## config.mk

```make
export PLATFORM = sky130hd
export DESIGN_NAME = fall_recovery_supervisor_flat
export DESIGN_NICKNAME = d
export VERILOG_FILES = /design/src/rtl/frs_pkg.sv /design/src/rtl/frs_ifs.sv /design/src/rtl/fall_recovery_supervisor.sv /design/src/rtl/frs_cfg_regs.sv /design/src/rtl/frs_sample_reg.sv /design/src/rtl/frs_mode_core.sv /design/src/flat_wrapper.sv
export SDC_FILE = /design/constraint.sdc
export NUM_CORES = 2
export LEC_CHECK = 0
export ABC_AREA = 0
export BUFFER_PORTS_ARGS = -buffer_cell sky130_fd_sc_hd__buf_2
export CAP_MARGIN = 20
export CORE_UTILIZATION = 30
export CTS_BUF_LIST = sky130_fd_sc_hd__clkbuf_16
export DETAILED_ROUTE_END_ITERATION = 7
export PLACE_DENSITY_LB_ADDON = 0.25
export SETUP_SLACK_MARGIN = 0.2
export SKIP_LAST_GASP = 1
export SYNTH_ARGS = -nofsm -noshare
export SYNTH_HDL_FRONTEND = slang
export SYNTH_HIERARCHICAL = 1
export SYNTH_SLANG_ARGS = --single-unit
```

## constraint.sdc

```tcl
create_clock -name clock -period 26.9 [get_ports clock]
set_clock_uncertainty 0.15 [all_clocks]
set_input_delay 2.69 -clock clock [delete_from_list [all_inputs] [get_ports clock]]
set_output_delay 2.69 -clock clock [all_outputs]
set_load 0.005 [all_outputs]
```

## src/rtl/frs_pkg.sv

```systemverilog
package frs_pkg;

   // Fixed settings for the still-mode upright test
   localparam logic signed [15:0] STILL_GRAVITY_LIMIT = -16'sd15581;
   localparam logic [31:0]        STILL_HOLD_US       = 32'd300000;

   // Register reset values
   localparam logic signed [15:0] FALLEN_GRAVITY_LIMIT_RST  = 16'sd0;
   localparam logic [31:0]        FALLEN_DEBOUNCE_TIME_RST  = 32'd200000;
   localparam logic [31:0]        STUCK_TIME_RST            = 32'd0;
   localparam logic signed [15:0] STUCK_GRAVITY_LIMIT_RST   = 16'sd0;
   localparam logic signed [15:0] UPRIGHT_GRAVITY_LIMIT_RST = -16'sd15581;
   localparam logic [31:0]        UPRIGHT_HOLD_TIME_RST     = 32'd200000;
   localparam logic [15:0]        STILL_GYRO_LIMIT_RST      = 16'd0;
   localparam logic [31:0]        GIVE_UP_TIME_RST          = 32'd5000000;

   localparam int CSR_INDEX_W = 3;
   localparam int CSR_DATA_W  = 32;

   typedef enum logic [CSR_INDEX_W-1:0] {
      CSR_FALLEN_GRAVITY_LIMIT  = 3'd0,
      CSR_FALLEN_DEBOUNCE_TIME  = 3'd1,
      CSR_STUCK_TIME            = 3'd2,
      CSR_STUCK_GRAVITY_LIMIT   = 3'd3,
      CSR_UPRIGHT_GRAVITY_LIMIT = 3'd4,
      CSR_UPRIGHT_HOLD_TIME     = 3'd5,
      CSR_STILL_GYRO_LIMIT      = 3'd6,
      CSR_GIVE_UP_TIME          = 3'd7
   } frs_csr_index_type;

   typedef enum logic {
      MODE_NORMAL   = 1'b0,
      MODE_RECOVERY = 1'b1
   } frs_mode_type;

   typedef struct packed {
      logic signed [15:0] fallen_gravity_limit;
      logic [31:0]        fallen_debounce_time;
      logic [31:0]        stuck_time;
      logic signed [15:0] stuck_gravity_limit;
      logic signed [15:0] upright_gravity_limit;
      logic [31:0]        upright_hold_time;
      logic [15:0]        still_gyro_limit;
      logic [31:0]        give_up_time;
   } frs_cfg_type;

   typedef struct packed {
      logic signed [15:0] gravity_z;
      logic signed [15:0] gyro_x;
      logic signed [15:0] gyro_y;
      logic signed [15:0] gyro_z;
      logic [15:0]        tick_time;
   } frs_sample_type;

   typedef struct packed {
      logic        active_driver;
      logic        handed_off;
      logic        handed_back;
      logic [31:0] rescue_count;
      logic [31:0] stuck_rescue_count;
      logic [31:0] give_up_count;
      logic [31:0] longest_recovery;
      logic [47:0] normal_total_time;
      logic [47:0] recovery_total_time;
   } frs_result_type;

endpackage

```

## src/rtl/frs_ifs.sv

```systemverilog
interface frs_req_if;
   logic               valid;
   logic               ready;
   logic signed [15:0] gravity_z;
   logic signed [15:0] gyro_x;
   logic signed [15:0] gyro_y;
   logic signed [15:0] gyro_z;
   logic [15:0]        tick_time;

   modport source (
      output valid, gravity_z, gyro_x, gyro_y, gyro_z, tick_time,
      input  ready
   );
   modport sink (
      input  valid, gravity_z, gyro_x, gyro_y, gyro_z, tick_time,
      output ready
   );
endinterface

interface frs_rsp_if;
   logic        valid;
   logic        ready;
   logic        active_driver;
   logic        handed_off;
   logic        handed_back;
   logic [31:0] rescue_count;
   logic [31:0] stuck_rescue_count;
   logic [31:0] give_up_count;
   logic [31:0] longest_recovery;
   logic [47:0] normal_total_time;
   logic [47:0] recovery_total_time;

   modport source (
      output valid, active_driver, handed_off, handed_back, rescue_count,
             stuck_rescue_count, give_up_count, longest_recovery,
             normal_total_time, recovery_total_time,
      input  ready
   );
   modport sink (
      input  valid, active_driver, handed_off, handed_back, rescue_count,
             stuck_rescue_count, give_up_count, longest_recovery,
             normal_total_time, recovery_total_time,
      output ready
   );
endinterface

```

## src/rtl/fall_recovery_supervisor.sv

```systemverilog
// Channel   Direction  Handshake            Payload
// req_chan  in         valid/ready          gravity_z, gyro_x/y/z, tick_time
// rsp_chan  out        valid/ready          driver, hand flags, counters, totals
// csr_*     in         csr_we (no ready)    csr_index, csr_wdata
//
// One transaction per cycle sustained while rsp_chan.ready holds; a request is
// captured in the input register when accepted, then the mode update and the
// result register take it, and the result is offered from the result register.
// The mode and timer update is a set of saturating adds and compares per tick.
// Reset is synchronous, active high, and clears mode, timers, totals, counters.
// A stalled result holds in the output register while one more request waits
// in the input register; requests stop only when both are full.
module fall_recovery_supervisor (
   input  logic                            clock,
   input  logic                            reset,
   frs_req_if.sink                         req_chan,
   frs_rsp_if.source                       rsp_chan,
   input  logic                            csr_we,
   input  logic [frs_pkg::CSR_INDEX_W-1:0] csr_index,
   input  logic [frs_pkg::CSR_DATA_W-1:0]  csr_wdata
);
   import frs_pkg::*;

   frs_cfg_type    cfg;
   frs_sample_type sample;
   frs_result_type result;
   logic           sample_valid;
   logic           advance;
   logic           rsp_valid_ff, rsp_valid_in;
   frs_result_type rsp_data_ff;

   frs_cfg_regs u_cfg_regs (
      .clock     (clock),
      .reset     (reset),
      .csr_we    (csr_we),
      .csr_index (csr_index),
      .csr_wdata (csr_wdata),
      .cfg       (cfg)
   );

   frs_sample_reg u_sample_reg (
      .clock        (clock),
      .reset        (reset),
      .req_chan     (req_chan),
      .advance      (advance),
      .sample_valid (sample_valid),
      .sample       (sample)
   );

   frs_mode_core u_mode_core (
      .clock   (clock),
      .reset   (reset),
      .cfg     (cfg),
      .sample  (sample),
      .advance (advance),
      .result  (result)
   );

   // Move the held transaction when the output register is free or draining
   assign advance = sample_valid && (!rsp_valid_ff || rsp_chan.ready);

   always_comb begin
      rsp_valid_in = rsp_valid_ff;
      if (advance) begin
         rsp_valid_in = 1'b1;
      end else if (rsp_chan.ready) begin
         rsp_valid_in = 1'b0;
      end
   end

   always_ff @(posedge clock) begin
      if (reset) begin
         rsp_valid_ff <= 1'b0;
      end else begin
         rsp_valid_ff <= rsp_valid_in;
      end
   end

   // Load the result register
   always_ff @(posedge clock) begin
      if (advance) begin
         rsp_data_ff <= result;
      end
   end

   assign rsp_chan.valid               = rsp_valid_ff;
   assign rsp_chan.active_driver       = rsp_data_ff.active_driver;
   assign rsp_chan.handed_off          = rsp_data_ff.handed_off;
   assign rsp_chan.handed_back         = rsp_data_ff.handed_back;
   assign rsp_chan.rescue_count        = rsp_data_ff.rescue_count;
   assign rsp_chan.stuck_rescue_count  = rsp_data_ff.stuck_rescue_count;
   assign rsp_chan.give_up_count       = rsp_data_ff.give_up_count;
   assign rsp_chan.longest_recovery    = rsp_data_ff.longest_recovery;
   assign rsp_chan.normal_total_time   = rsp_data_ff.normal_total_time;
   assign rsp_chan.recovery_total_time = rsp_data_ff.recovery_total_time;

endmodule

```

## src/rtl/frs_cfg_regs.sv

```systemverilog
module frs_cfg_regs (
   input  logic                                 clock,
   input  logic                                 reset,
   input  logic                                 csr_we,
   input  logic [frs_pkg::CSR_INDEX_W-1:0]      csr_index,
   input  logic [frs_pkg::CSR_DATA_W-1:0]       csr_wdata,
   output frs_pkg::frs_cfg_type                 cfg
);
   import frs_pkg::*;

   frs_cfg_type cfg_ff;
   frs_cfg_type cfg_in;

   // Decode the register write
   always_comb begin
      cfg_in = cfg_ff;
      if (csr_we) begin
         unique case (frs_csr_index_type'(csr_index))
            CSR_FALLEN_GRAVITY_LIMIT:  cfg_in.fallen_gravity_limit  = csr_wdata[15:0];
            CSR_FALLEN_DEBOUNCE_TIME:  cfg_in.fallen_debounce_time  = csr_wdata[31:0];
            CSR_STUCK_TIME:            cfg_in.stuck_time            = csr_wdata[31:0];
            CSR_STUCK_GRAVITY_LIMIT:   cfg_in.stuck_gravity_limit   = csr_wdata[15:0];
            CSR_UPRIGHT_GRAVITY_LIMIT: cfg_in.upright_gravity_limit = csr_wdata[15:0];
            CSR_UPRIGHT_HOLD_TIME:     cfg_in.upright_hold_time     = csr_wdata[31:0];
            CSR_STILL_GYRO_LIMIT:      cfg_in.still_gyro_limit      = csr_wdata[15:0];
            CSR_GIVE_UP_TIME:          cfg_in.give_up_time          = csr_wdata[31:0];
            default:                   cfg_in = cfg_ff;
         endcase
      end
   end

   // Hold the registers, load reset values
   always_ff @(posedge clock) begin
      if (reset) begin
         cfg_ff.fallen_gravity_limit  <= FALLEN_GRAVITY_LIMIT_RST;
         cfg_ff.fallen_debounce_time  <= FALLEN_DEBOUNCE_TIME_RST;
         cfg_ff.stuck_time            <= STUCK_TIME_RST;
         cfg_ff.stuck_gravity_limit   <= STUCK_GRAVITY_LIMIT_RST;
         cfg_ff.upright_gravity_limit <= UPRIGHT_GRAVITY_LIMIT_RST;
         cfg_ff.upright_hold_time     <= UPRIGHT_HOLD_TIME_RST;
         cfg_ff.still_gyro_limit      <= STILL_GYRO_LIMIT_RST;
         cfg_ff.give_up_time          <= GIVE_UP_TIME_RST;
      end else begin
         cfg_ff <= cfg_in;
      end
   end

   assign cfg = cfg_ff;

endmodule

```

## src/rtl/frs_sample_reg.sv

```systemverilog
module frs_sample_reg (
   input  logic                    clock,
   input  logic                    reset,
   frs_req_if.sink                 req_chan,
   input  logic                    advance,
   output logic                    sample_valid,
   output frs_pkg::frs_sample_type sample
);
   import frs_pkg::*;

   logic           valid_ff;
   logic           valid_in;
   frs_sample_type sample_ff;
   logic           take;

   // Accept while empty or while the held transaction moves on
   assign req_chan.ready = !valid_ff || advance;
   assign take           = req_chan.valid && req_chan.ready;

   always_comb begin
      valid_in = valid_ff;
      if (take) begin
         valid_in = 1'b1;
      end else if (advance) begin
         valid_in = 1'b0;
      end
   end

   always_ff @(posedge clock) begin
      if (reset) begin
         valid_ff <= 1'b0;
      end else begin
         valid_ff <= valid_in;
      end
   end

   // Capture the payload; no reset needed
   always_ff @(posedge clock) begin
      if (take) begin
         sample_ff.gravity_z <= req_chan.gravity_z;
         sample_ff.gyro_x    <= req_chan.gyro_x;
         sample_ff.gyro_y    <= req_chan.gyro_y;
         sample_ff.gyro_z    <= req_chan.gyro_z;
         sample_ff.tick_time <= req_chan.tick_time;
      end
   end

   assign sample_valid = valid_ff;
   assign sample       = sample_ff;

endmodule

```

## src/rtl/frs_mode_core.sv

```systemverilog
module frs_mode_core (
   input  logic                    clock,
   input  logic                    reset,
   input  frs_pkg::frs_cfg_type    cfg,
   input  frs_pkg::frs_sample_type sample,
   input  logic                    advance,
   output frs_pkg::frs_result_type result
);
   import frs_pkg::*;

   function automatic logic [31:0] sat_add32(input logic [31:0] a, input logic [15:0] b);
      logic [32:0] s;
      s = {1'b0, a} + {17'd0, b};
      return s[32] ? {32{1'b1}} : s[31:0];
   endfunction

   function automatic logic [47:0] sat_add48(input logic [47:0] a, input logic [15:0] b);
      logic [48:0] s;
      s = {1'b0, a} + {33'd0, b};
      return s[48] ? {48{1'b1}} : s[47:0];
   endfunction

   function automatic logic [31:0] sat_inc32(input logic [31:0] a);
      return (a == {32{1'b1}}) ? a : a + 32'd1;
   endfunction

   function automatic logic [16:0] mag17(input logic signed [15:0] v);
      logic [16:0] e;
      e = {v[15], v};
      return v[15] ? 17'(-e) : e;
   endfunction

   frs_mode_type mode_ff, mode_in;
   logic [31:0]  fallen_ff, fallen_in;
   logic [31:0]  stuck_ff, stuck_in;
   logic [31:0]  upright_ff, upright_in;
   logic [31:0]  episode_ff, episode_in;
   logic [47:0]  normal_tot_ff, normal_tot_in;
   logic [47:0]  recovery_tot_ff, recovery_tot_in;
   logic [31:0]  rescues_ff, rescues_in;
   logic [31:0]  stuck_rescues_ff, stuck_rescues_in;
   logic [31:0]  give_ups_ff, give_ups_in;
   logic [31:0]  longest_ff, longest_in;

   logic [16:0] mag_x, mag_y, mag_z, gyro_max;
   logic [31:0] fallen_next, stuck_next, upright_next, episode_sum, hold_time;
   logic        stuck_on, stuck_hit, fall_hit;
   logic        still_mode, upright_ok, recovered, exhausted;
   logic        hand_off, hand_back;

   // Evaluate the tests for this tick
   always_comb begin
      mag_x    = mag17(sample.gyro_x);
      mag_y    = mag17(sample.gyro_y);
      mag_z    = mag17(sample.gyro_z);
      gyro_max = mag_x;
      if (mag_y > gyro_max) gyro_max = mag_y;
      if (mag_z > gyro_max) gyro_max = mag_z;

      fallen_next = (sample.gravity_z > cfg.fallen_gravity_limit)
                    ? sat_add32(fallen_ff, sample.tick_time) : 32'd0;
      stuck_on    = (cfg.stuck_time != 32'd0);
      stuck_next  = (stuck_on && (sample.gravity_z > cfg.stuck_gravity_limit))
                    ? sat_add32(stuck_ff, sample.tick_time) : 32'd0;
      stuck_hit   = stuck_on && (stuck_next >= cfg.stuck_time);
      fall_hit    = (fallen_next >= cfg.fallen_debounce_time);

      still_mode   = (cfg.still_gyro_limit != 16'd0);
      upright_ok   = still_mode
                     ? ((sample.gravity_z < STILL_GRAVITY_LIMIT)
                        && (gyro_max < {1'b0, cfg.still_gyro_limit}))
                     : (sample.gravity_z < cfg.upright_gravity_limit);
      upright_next = upright_ok ? sat_add32(upright_ff, sample.tick_time) : 32'd0;
      hold_time    = still_mode ? STILL_HOLD_US : cfg.upright_hold_time;
      recovered    = (upright_next >= hold_time);
      episode_sum  = sat_add32(episode_ff, sample.tick_time);
      exhausted    = (episode_sum >= cfg.give_up_time);
   end

   // Next driver mode
   always_comb begin
      unique case (mode_ff)
         MODE_NORMAL:   mode_in = (fall_hit || stuck_hit) ? MODE_RECOVERY : MODE_NORMAL;
         MODE_RECOVERY: mode_in = (recovered || exhausted) ? MODE_NORMAL : MODE_RECOVERY;
         default:       mode_in = MODE_NORMAL;
      endcase
   end

   // Timers, totals and counters per mode
   always_comb begin
      fallen_in        = fallen_ff;
      stuck_in         = stuck_ff;
      upright_in       = upright_ff;
      episode_in       = episode_ff;
      normal_tot_in    = normal_tot_ff;
      recovery_tot_in  = recovery_tot_ff;
      rescues_in       = rescues_ff;
      stuck_rescues_in = stuck_rescues_ff;
      give_ups_in      = give_ups_ff;
      longest_in       = longest_ff;
      hand_off         = 1'b0;
      hand_back        = 1'b0;
      unique case (mode_ff)
         MODE_NORMAL: begin
            normal_tot_in = sat_add48(normal_tot_ff, sample.tick_time);
            fallen_in     = fallen_next;
            stuck_in      = stuck_next;
            if (stuck_hit) stuck_rescues_in = sat_inc32(stuck_rescues_ff);
            if (fall_hit || stuck_hit) begin
               hand_off   = 1'b1;
               fallen_in  = 32'd0;
               stuck_in   = 32'd0;
               upright_in = 32'd0;
               episode_in = 32'd0;
               rescues_in = sat_inc32(rescues_ff);
            end
         end
         MODE_RECOVERY: begin
            recovery_tot_in = sat_add48(recovery_tot_ff, sample.tick_time);
            episode_in      = episode_sum;
            upright_in      = upright_next;
            if (recovered || exhausted) begin
               hand_back = 1'b1;
               if (episode_sum > longest_ff) longest_in = episode_sum;
               if (exhausted && !recovered) give_ups_in = sat_inc32(give_ups_ff);
               upright_in = 32'd0;
               fallen_in  = 32'd0;
            end
         end
         default: begin
            hand_off  = 1'b0;
            hand_back = 1'b0;
         end
      endcase
   end

   // Advance the state once per transaction
   always_ff @(posedge clock) begin
      if (reset) begin
         mode_ff          <= MODE_NORMAL;
         fallen_ff        <= '0;
         stuck_ff         <= '0;
         upright_ff       <= '0;
         episode_ff       <= '0;
         normal_tot_ff    <= '0;
         recovery_tot_ff  <= '0;
         rescues_ff       <= '0;
         stuck_rescues_ff <= '0;
         give_ups_ff      <= '0;
         longest_ff       <= '0;
      end else if (advance) begin
         mode_ff          <= mode_in;
         fallen_ff        <= fallen_in;
         stuck_ff         <= stuck_in;
         upright_ff       <= upright_in;
         episode_ff       <= episode_in;
         normal_tot_ff    <= normal_tot_in;
         recovery_tot_ff  <= recovery_tot_in;
         rescues_ff       <= rescues_in;
         stuck_rescues_ff <= stuck_rescues_in;
         give_ups_ff      <= give_ups_in;
         longest_ff       <= longest_in;
      end
   end

   assign result.active_driver       = (mode_in == MODE_RECOVERY);
   assign result.handed_off          = hand_off;
   assign result.handed_back         = hand_back;
   assign result.rescue_count        = rescues_in;
   assign result.stuck_rescue_count  = stuck_rescues_in;
   assign result.give_up_count       = give_ups_in;
   assign result.longest_recovery    = longest_in;
   assign result.normal_total_time   = normal_tot_in;
   assign result.recovery_total_time = recovery_tot_in;

   // A hand-off starts a fresh episode in recovery mode
   a_handoff_enters_recovery: assert property (@(posedge clock) disable iff (reset)
      advance && hand_off |=> mode_ff == MODE_RECOVERY && episode_ff == 32'd0)
      else $error("hand-off did not enter recovery with a cleared episode");

   // Without a transaction the state holds
   a_idle_holds: assert property (@(posedge clock) disable iff (reset)
      !advance |=> $stable(mode_ff) && $stable(rescues_ff) && $stable(normal_tot_ff))
      else $error("state changed without a transaction");

   // The rescue counter never goes backward
   a_rescues_monotonic: assert property (@(posedge clock) disable iff (reset)
      advance |=> rescues_ff >= $past(rescues_ff))
      else $error("rescue counter decreased");

   // A hand-back returns to normal with the upright timer cleared
   a_handback_enters_normal: assert property (@(posedge clock) disable iff (reset)
      advance && hand_back |=> mode_ff == MODE_NORMAL && upright_ff == 32'd0)
      else $error("hand-back did not return to normal");

endmodule
```

## src/flat_wrapper.sv

```systemverilog
// flat-port wrapper written by rule: the top's interface ports become plain ports
module fall_recovery_supervisor_flat import frs_pkg::*;
  (clock, reset, csr_we, csr_index, csr_wdata, req_chan_valid, req_chan_gravity_z, req_chan_gyro_x, req_chan_gyro_y, req_chan_gyro_z, req_chan_tick_time, req_chan_ready, rsp_chan_valid, rsp_chan_active_driver, rsp_chan_handed_off, rsp_chan_handed_back, rsp_chan_rescue_count, rsp_chan_stuck_rescue_count, rsp_chan_give_up_count, rsp_chan_longest_recovery, rsp_chan_normal_total_time, rsp_chan_recovery_total_time, rsp_chan_ready);
  frs_req_if req_chan_i ();
  frs_rsp_if rsp_chan_i ();
  input  logic clock;
  input  logic reset;
  input  logic csr_we;
  input  logic [frs_pkg::CSR_INDEX_W-1:0] csr_index;
  input  logic [frs_pkg::CSR_DATA_W-1:0] csr_wdata;
  input wire logic [$bits(req_chan_i.valid)-1:0] req_chan_valid;
  input wire logic [$bits(req_chan_i.gravity_z)-1:0] req_chan_gravity_z;
  input wire logic [$bits(req_chan_i.gyro_x)-1:0] req_chan_gyro_x;
  input wire logic [$bits(req_chan_i.gyro_y)-1:0] req_chan_gyro_y;
  input wire logic [$bits(req_chan_i.gyro_z)-1:0] req_chan_gyro_z;
  input wire logic [$bits(req_chan_i.tick_time)-1:0] req_chan_tick_time;
  output wire logic [$bits(req_chan_i.ready)-1:0] req_chan_ready;
  output wire logic [$bits(rsp_chan_i.valid)-1:0] rsp_chan_valid;
  output wire logic [$bits(rsp_chan_i.active_driver)-1:0] rsp_chan_active_driver;
  output wire logic [$bits(rsp_chan_i.handed_off)-1:0] rsp_chan_handed_off;
  output wire logic [$bits(rsp_chan_i.handed_back)-1:0] rsp_chan_handed_back;
  output wire logic [$bits(rsp_chan_i.rescue_count)-1:0] rsp_chan_rescue_count;
  output wire logic [$bits(rsp_chan_i.stuck_rescue_count)-1:0] rsp_chan_stuck_rescue_count;
  output wire logic [$bits(rsp_chan_i.give_up_count)-1:0] rsp_chan_give_up_count;
  output wire logic [$bits(rsp_chan_i.longest_recovery)-1:0] rsp_chan_longest_recovery;
  output wire logic [$bits(rsp_chan_i.normal_total_time)-1:0] rsp_chan_normal_total_time;
  output wire logic [$bits(rsp_chan_i.recovery_total_time)-1:0] rsp_chan_recovery_total_time;
  input wire logic [$bits(rsp_chan_i.ready)-1:0] rsp_chan_ready;
  assign req_chan_i.valid = req_chan_valid;
  assign req_chan_i.gravity_z = req_chan_gravity_z;
  assign req_chan_i.gyro_x = req_chan_gyro_x;
  assign req_chan_i.gyro_y = req_chan_gyro_y;
  assign req_chan_i.gyro_z = req_chan_gyro_z;
  assign req_chan_i.tick_time = req_chan_tick_time;
  assign req_chan_ready = req_chan_i.ready;
  assign rsp_chan_valid = rsp_chan_i.valid;
  assign rsp_chan_active_driver = rsp_chan_i.active_driver;
  assign rsp_chan_handed_off = rsp_chan_i.handed_off;
  assign rsp_chan_handed_back = rsp_chan_i.handed_back;
  assign rsp_chan_rescue_count = rsp_chan_i.rescue_count;
  assign rsp_chan_stuck_rescue_count = rsp_chan_i.stuck_rescue_count;
  assign rsp_chan_give_up_count = rsp_chan_i.give_up_count;
  assign rsp_chan_longest_recovery = rsp_chan_i.longest_recovery;
  assign rsp_chan_normal_total_time = rsp_chan_i.normal_total_time;
  assign rsp_chan_recovery_total_time = rsp_chan_i.recovery_total_time;
  assign rsp_chan_i.ready = rsp_chan_ready;
  fall_recovery_supervisor u_core (.clock(clock), .reset(reset), .req_chan(req_chan_i), .rsp_chan(rsp_chan_i), .csr_we(csr_we), .csr_index(csr_index), .csr_wdata(csr_wdata));
endmodule
```

; ---- After elaboration in Yosys (flattened, before gate mapping)
; Cells that the tools add are included.
[word_totals]
ff_bits = 854
out_inout_bits = 229
[classes]
n_lt_le_gt_ge = 12
n_eq_ne = 12
n_mux = 47
reduce_logical = 29
n_addsub = 12
bitwise_logic = 1
[op_table]
columns = cell, count
row1 = $mux 32, 26
row2 = $mux 48, 4
row3 = $pmux 32 s2, 3
row4 = $add 32x16->33, 4
row5 = $ge 32x32->1, 4
row6 = $add 48x16->49, 2
row7 = $add 32x1->32 const B, 3
row8 = $eq 32x32->1 const B, 3
row9 = $mux 17, 5
row10 = $neg 17->17, 3
row11 = $gt 17x17->1, 2
row12 = $gt 16x16->1, 2
row13 = $gt 32x32->1, 1
row14 = $reduce_bool 32->1, 1
row15 = $reduce_and 2->1, 11
row16 = $lt 17x16->1, 1
row17 = $lt 16x15->1 const B, 1
row18 = $lt 16x16->1, 1
row19 = $reduce_bool 16->1, 1
row20 = $eq 3x3->1 const B, 4
row21 = $mux 1, 8
row22 = $eq 3x2->1 const B, 2
row23 = $logic_and 1x1->1, 6
row24 = $logic_or 1x1->1, 4
row25 = 8 further kinds, 11

; ---- Depth between registers and ports, before layout
[logic_depth]
word_depth = 16
mapped_depth = 45
depth_no_buf = 39

; ---- Modules after synthesis
; Netlist, hierarchy kept.
[by_module_without_submodules]
columns = module, seq_area_each_um2, cells_per_inst, area_each_um2, instances
row1 = frs_mode_core, 7066.8, 4387, 32318.5, 1
row2 = frs_cfg_regs, 3843.7, 691, 7546.0, 1
row3 = fall_recovery_supervisor, 6836.6, 232, 6871.6, 1
row4 = frs_sample_reg, 2422.3, 85, 2457.4, 1

; ---- Least setup slack after synthesis
; OpenSTA, ideal clock, no wires.
[synth_timing]
path_type = register to register
startpoint = register u_core.u_sample_reg.sample_ff, in the netlist u_core/u_sample_reg/sample[42]
endpoint = register u_core.u_mode_core.give_ups_ff[30]
n_path_buf = 4
arrival_time_ns = 8.760
stages_incl_launch_ff = 40
path_slack_ns = 17.867
required_ns = 26.627
period_less_slack_ns = 9.033
cell_sequence = edfxtp_1 -> or4_1 -> or3_1 -> nor4b_1 -> ha_1 -> and4_1 -> a21oi_1 -> o21ai_0 -> nand2_1 -> clkbuf_1 -> o21ai_0 -> ha_1 -> and4_1 -> nand4_1 -> a31oi_1 -> nand4b_1 -> and2_1 -> clkbuf_1 -> [4 not listed] -> a21oi_1 -> a21oi_1 -> o31ai_1 -> o311ai_0 -> o21ai_0 -> nand2_1 -> clkbuf_1 -> nor3b_1 -> ha_1 -> nand4_1 -> nor4_1 -> a22o_1 -> nor4b_1 -> nor3b_1 -> nand2b_1 -> nor4_4 -> or4b_1 -> mux2_1
[synth_between]
elab_chain_len = 16
elab_cells_between_ends = 17
classes_between = add/sub: 1 / order compare: 4 / mux: 8 / reduce/logical: 4
[synth_lines]
columns = element, line_no
row1 = start: declaration, frs_sample_reg.sv:13  ; frs_sample_type sample_ff;
row2 = $neg 17->17, frs_mode_core.sv:30  ; return v[15] ? 17'(-e) : e;
row3 = $mux 17 *, frs_mode_core.sv:30
row4 = $gt 17x17->1, frs_mode_core.sv:57  ; if (mag_y > gyro_max) gyro_max = mag_y;
row5 = $mux 17 *, frs_mode_core.sv:57
row6 = $gt 17x17->1, frs_mode_core.sv:58  ; if (mag_z > gyro_max) gyro_max = mag_z;
row7 = $mux 17 *, frs_mode_core.sv:58
row8 = $lt 17x16->1 *, frs_mode_core.sv:71  ; && (gyro_max < {1'b0, cfg.still_gyro_limit}))
row9 = $logic_and 1x1->1 *, frs_mode_core.sv:71
row10 = $mux 1 *, frs_mode_core.sv:70  ; ? ((sample.gravity_z < STILL_GRAVITY_LIMIT)
row11 = $mux 32 *, frs_mode_core.sv:73  ; upright_next = upright_ok ? sat_add32(upright_ff, sample.tick_time) : 32'd0;
row12 = $ge 32x32->1 *, frs_mode_core.sv:75  ; recovered = (upright_next >= hold_time);
row13 = $logic_not 1->1, frs_mode_core.sv:125  ; if (exhausted && !recovered) give_ups_in = sat_inc32(give_ups_ff);
row14 = $logic_and 1x1->1, frs_mode_core.sv:125
row15 = $mux 32, frs_mode_core.sv:125
row16 = $mux 32 *, frs_mode_core.sv:122  ; if (recovered || exhausted) begin
row17 = $mux 32 *, frs_mode_core.sv:103  ; unique case (mode_ff)
row18 = end signal: assignment, frs_mode_core.sv:161  ; give_ups_ff <= give_ups_in;
row19 = end: declaration, frs_mode_core.sv:42  ; logic [31:0] give_ups_ff, give_ups_in;
; Every way passes the cells marked *; elsewhere a longest branch is shown, timed or not.
; A chain may end at the register's enable or synchronous reset.

; ---- Final worst setup path
[layout_timing]
startpoint = register u_core.u_sample_reg.sample_ff, in the netlist u_core/u_sample_reg/sample[38]
endpoint = register u_core.u_mode_core.give_ups_ff[30]
; The elaborated chain is that of the path after synthesis.

==> run summary <==
The fraction of the cycle the final worst path needs is 46.0%, and the post-route DRC violation count is 0. The flow ran to the end, and the final reports show no timing, DRC or antenna violations. The logs give 14.67 ns for the pre-CTS setup slack and 349 for the number of primary I/O pins.

In this run the biggest area consumer among cell types represents 22.3% of the synthesized area. Among all flip-flop cells after synthesis, the most frequent one is dfxtp_1. The detail route stage leaves a number of antenna-violating nets equal to 0. Setup repair after global routing left no endpoint under its margin. In this run the worst path has a maximum fanout of 31. For this design the ratio of total power to cell area is 60.9 nW/um2. Across all hold checks on the routed design, the worst slack comes to 0.293 ns.

The post-synth design cell area was 49200 um2; the largest net degree at the start of global routing was 100. In this design, the stage delay of the slowest critical-path cell is 0.97 ns. The longest clock path from root to sink contains 3 buffers. Data on the critical path arrives at its endpoint at 12.86 ns.

Peak supply drop: 0.0000711 V. For this run, the post-layout net count is 6128. The first global-routing pass estimated 226 mm of wire.

The relative max-transition margin is 23.1%. The dominant cell type by area after synthesis is dfxtp_1. The fraction of layout instances using a drive strength above 1 came out at 11.7%. The share of flip-flops with an asynchronous set or reset after synthesis is 0%. Final worst-path setup slack: 14.52 ns. The count of buffers added on input and output ports is 348. The Yosys step of the flow raised 6 warnings. The run gives 23.1 nW as the leakage power of the design. The floorplan has 148 rows.

Buffers added to address setup during post-CTS repair amount to 0. The run gives 37400 as the via count of the first global-routing pass. The final hold violation count was 0. At the end of routability-driven placement, the weighted congestion stood at 0.849. Synthesis instantiated 97 different standard cells from the library.

The synthesized design contains 854 register bits. The worst setup path is captured at a flop. Data on the critical path is required at its endpoint by 27.39 ns. The mean instance size in the synthesized netlist came out at 9.12 um2. The floorplan step defined a die boundary enclosing 166000 um2. The run gives 20 as the number of antenna violations at the first check in global routing. For this configuration, the core starts out at a cell density of 30.2%. The post-detailed-route wirelength per cell is 18.9 um, and the total number of vias is 39800.

The tool flagged a number of max-cap violations equal to 0. Ranked by total cell area, the synthesized netlist is headed by dfxtp_1 22%, edfxtp_1 19%, ha_1 9.1%. The first-pass iteration count of the detailed router is 5. STA classifies the critical path startpoint as a flop.

Area of the core region: 163000 um2. The total setup violations reported at the end of the flow is 0, and the initial detailed-routing violation count is 2353. Counting flops with a built-in enable in the synthesized netlist gives 307. The worst hold path belongs to the class flop to flop. The area growth from synthesis to layout is 15.4%.

The width of the die was 407 um. Derived from the worst setup path, the maximum achievable clock frequency is 80.8 MHz. For this run, the total global-route usage over all layers was measured as 17.6%. Leaving out fill and tap cells, the most frequent cells in the layout are 546 x dfxtp_1, 490 x nor2_1, 443 x nand2_1. The total count of max-transition violations in the final report was 0. The number of hold buffers added after CTS was 0. The transition time at the pin with the least slew margin was 1.15 ns. Category of the critical setup timing path: flop to flop.

The most common cell after layout, fill and taps aside is dfxtp_1. Dividing the detail-routed via count by the number of cells gives 5.03. The root buffer cell was clkbuf_16. The quantity of gates resized following cts was 0; the number of buffers created by CTS was 105. The run gives 0.75 ns as the source-to-sink clock delay at the later pin of the worst-skew pair.

For this run the aggregate overflow at the end of global routing stands at 0. TritonCTS built the clock tree. Synthesis produced a netlist whose cell count is 5395.

Of the synthesized area, sequential elements account for 41.0%. The detailed-route wire length came out at 150 mm. The die is 407 um tall. The clock transition time at the flip-flop clock pins of the worst setup and hold paths is 0.06 ns. The time the worst path needs with I/O delays and setup is 12.38 ns, and the final-layout setup total negative slack is 0 ns.

The clock net sink count was 854. For the sum of net half-perimeters after detailed placement, the log shows 107 mm. On the critical path, the stage with the largest delay is an instance of nor3b_1. The H-tree generated during clock tree synthesis spans 3 levels.
Yosys cell counts, types with 74 or more instances:
library cell	number
edfxtp_1	307
dfxtp_1	547
nand2b_1	234
o21ai_0	243
clkbuf_1	202
nor3_1	85
a21o_1	74
mux2i_1	219
ha_1	358
and3_1	90
nor2_1	491
xnor2_1	170
nand3_1	182
nand2_1	444
a211oi_1	78
a21oi_1	372
nand4_1	98
xor2_1	172
inv_1	288
worst paths after layout:
| path | endpoint | slack (ns) | cells past startpoint | startpoint |
|---|---|---|---|---|
| hold reg to reg | u_core/u_mode_core/fallen_ff[0] | 0.29 | 2 | u_core/u_mode_core/fallen_ff[0] |
| setup reg to reg | u_core/u_mode_core/give_ups_ff[30] | 14.52 | 35 | u_core/u_sample_reg/sample[38] |
| hold / removal | u_core/u_mode_core/fallen_ff[0] | 0.29 | 2 | u_core/u_mode_core/fallen_ff[0] |
| setup / recovery | u_core/u_mode_core/give_ups_ff[30] | 14.52 | 35 | u_core/u_sample_reg/sample[38] |
flip-flops by register name, indices dropped and copies added, names as in the netlist, 32 cells and up:
name and flops:
u_core/u_mode_core/normal_tot_ff 48, u_core/u_mode_core/upright_ff 32, u_core/rsp_chan.give_up_count 32, u_core/u_mode_core/longest_ff 32, u_core/rsp_chan.stuck_rescue_count 32, u_core/rsp_chan.normal_total_time 48, u_core/u_mode_core/episode_ff 32, u_core/u_mode_core/stuck_rescues_ff 32
u_core/u_sample_reg/sample 80, u_core/u_mode_core/rescues_ff 32, u_core/rsp_chan.longest_recovery 32, u_core/u_mode_core/recovery_tot_ff 48, u_core/rsp_chan.rescue_count 32, u_core/u_mode_core/give_ups_ff 32, u_core/u_cfg_regs/cfg 192, u_core/u_mode_core/fallen_ff 32
u_core/rsp_chan.recovery_total_time 48, u_core/u_mode_core/stuck_ff 32
layer usage:
metal	GRT usage [%]	wire, um	share of wire (%)	vias to the layer above
li1	-	-	-	19800
met1	24.1	70500	47	18900
met2	28.8	68700	46	950
met3	2.40	6420	4.3	213
met4	4.78	4130	2.8	10
met5	0	69	0.046	-
through the flow:
stage	power (mW)	area (um2)	std cells	utilization, %
detailed placement	2.00	53100	7709	32.6
floorplan	1.80	49200	5397	-
global placement	1.99	53100	7708	32.6
CTS	3.51	56700	7908	34.8
global route	3.62	56800	7912	34.9
finish	3.46	56800	7912	34.9
power breakdown:
part | switching (mW) | internal [mW] | leakage, nW | total [mW]
combinational | 0.351 | 0.192 | 14.0 | 0.543
clock | 0.610 | 0.871 | 1.85 | 1.48
sequential | 0.0370 | 1.40 | 7.29 | 1.43
cell families (layout without fill, tap and decap cells):
| group | after synthesis | in the layout | share of synthesized area (%) |
|---|---|---|---|
| AND/OR/NAND/NOR | 1908 | 1908 | 19.5 |
| AO/OA/AOI/OAI | 1109 | 1109 | 14.2 |
| flip-flops | 854 | 854 | 41.0 |
| buffers and inverters | 565 | 904 | 4.62 |
| adder cells (fa/ha/maj) | 364 | 364 | 9.35 |
| XOR/XNOR | 342 | 342 | 6.09 |
| multiplexers | 251 | 251 | 5.19 |
| other | 2 | 5 | 0.0153 |
worst max-delay path: cells and delay by family (launching register included):
family | cells | cell delay (ns)
AO/OA/AOI/OAI | 12 | 2.92
adder cells (fa/ha/maj) | 4 | 1.35
flip-flops | 1 | 0.42
multiplexers | 1 | 0.31
AND/OR/NAND/NOR | 18 | 7.13
area by class of cell:
type                            instances  area [um2]
Antenna cell                            1        2.50
Inverter                              290        1090
Clock inverter                         94        1000
Multi-Input combinational cell       3978       26900
Clock buffer                          105        2630
Sequential cell                       854       20200
Timing Repair Buffer                  415        2290
Tap cell                             2175        2720
Fill cell                           16700      106000
Note: power is estimated with default switching activity, not from simulation.
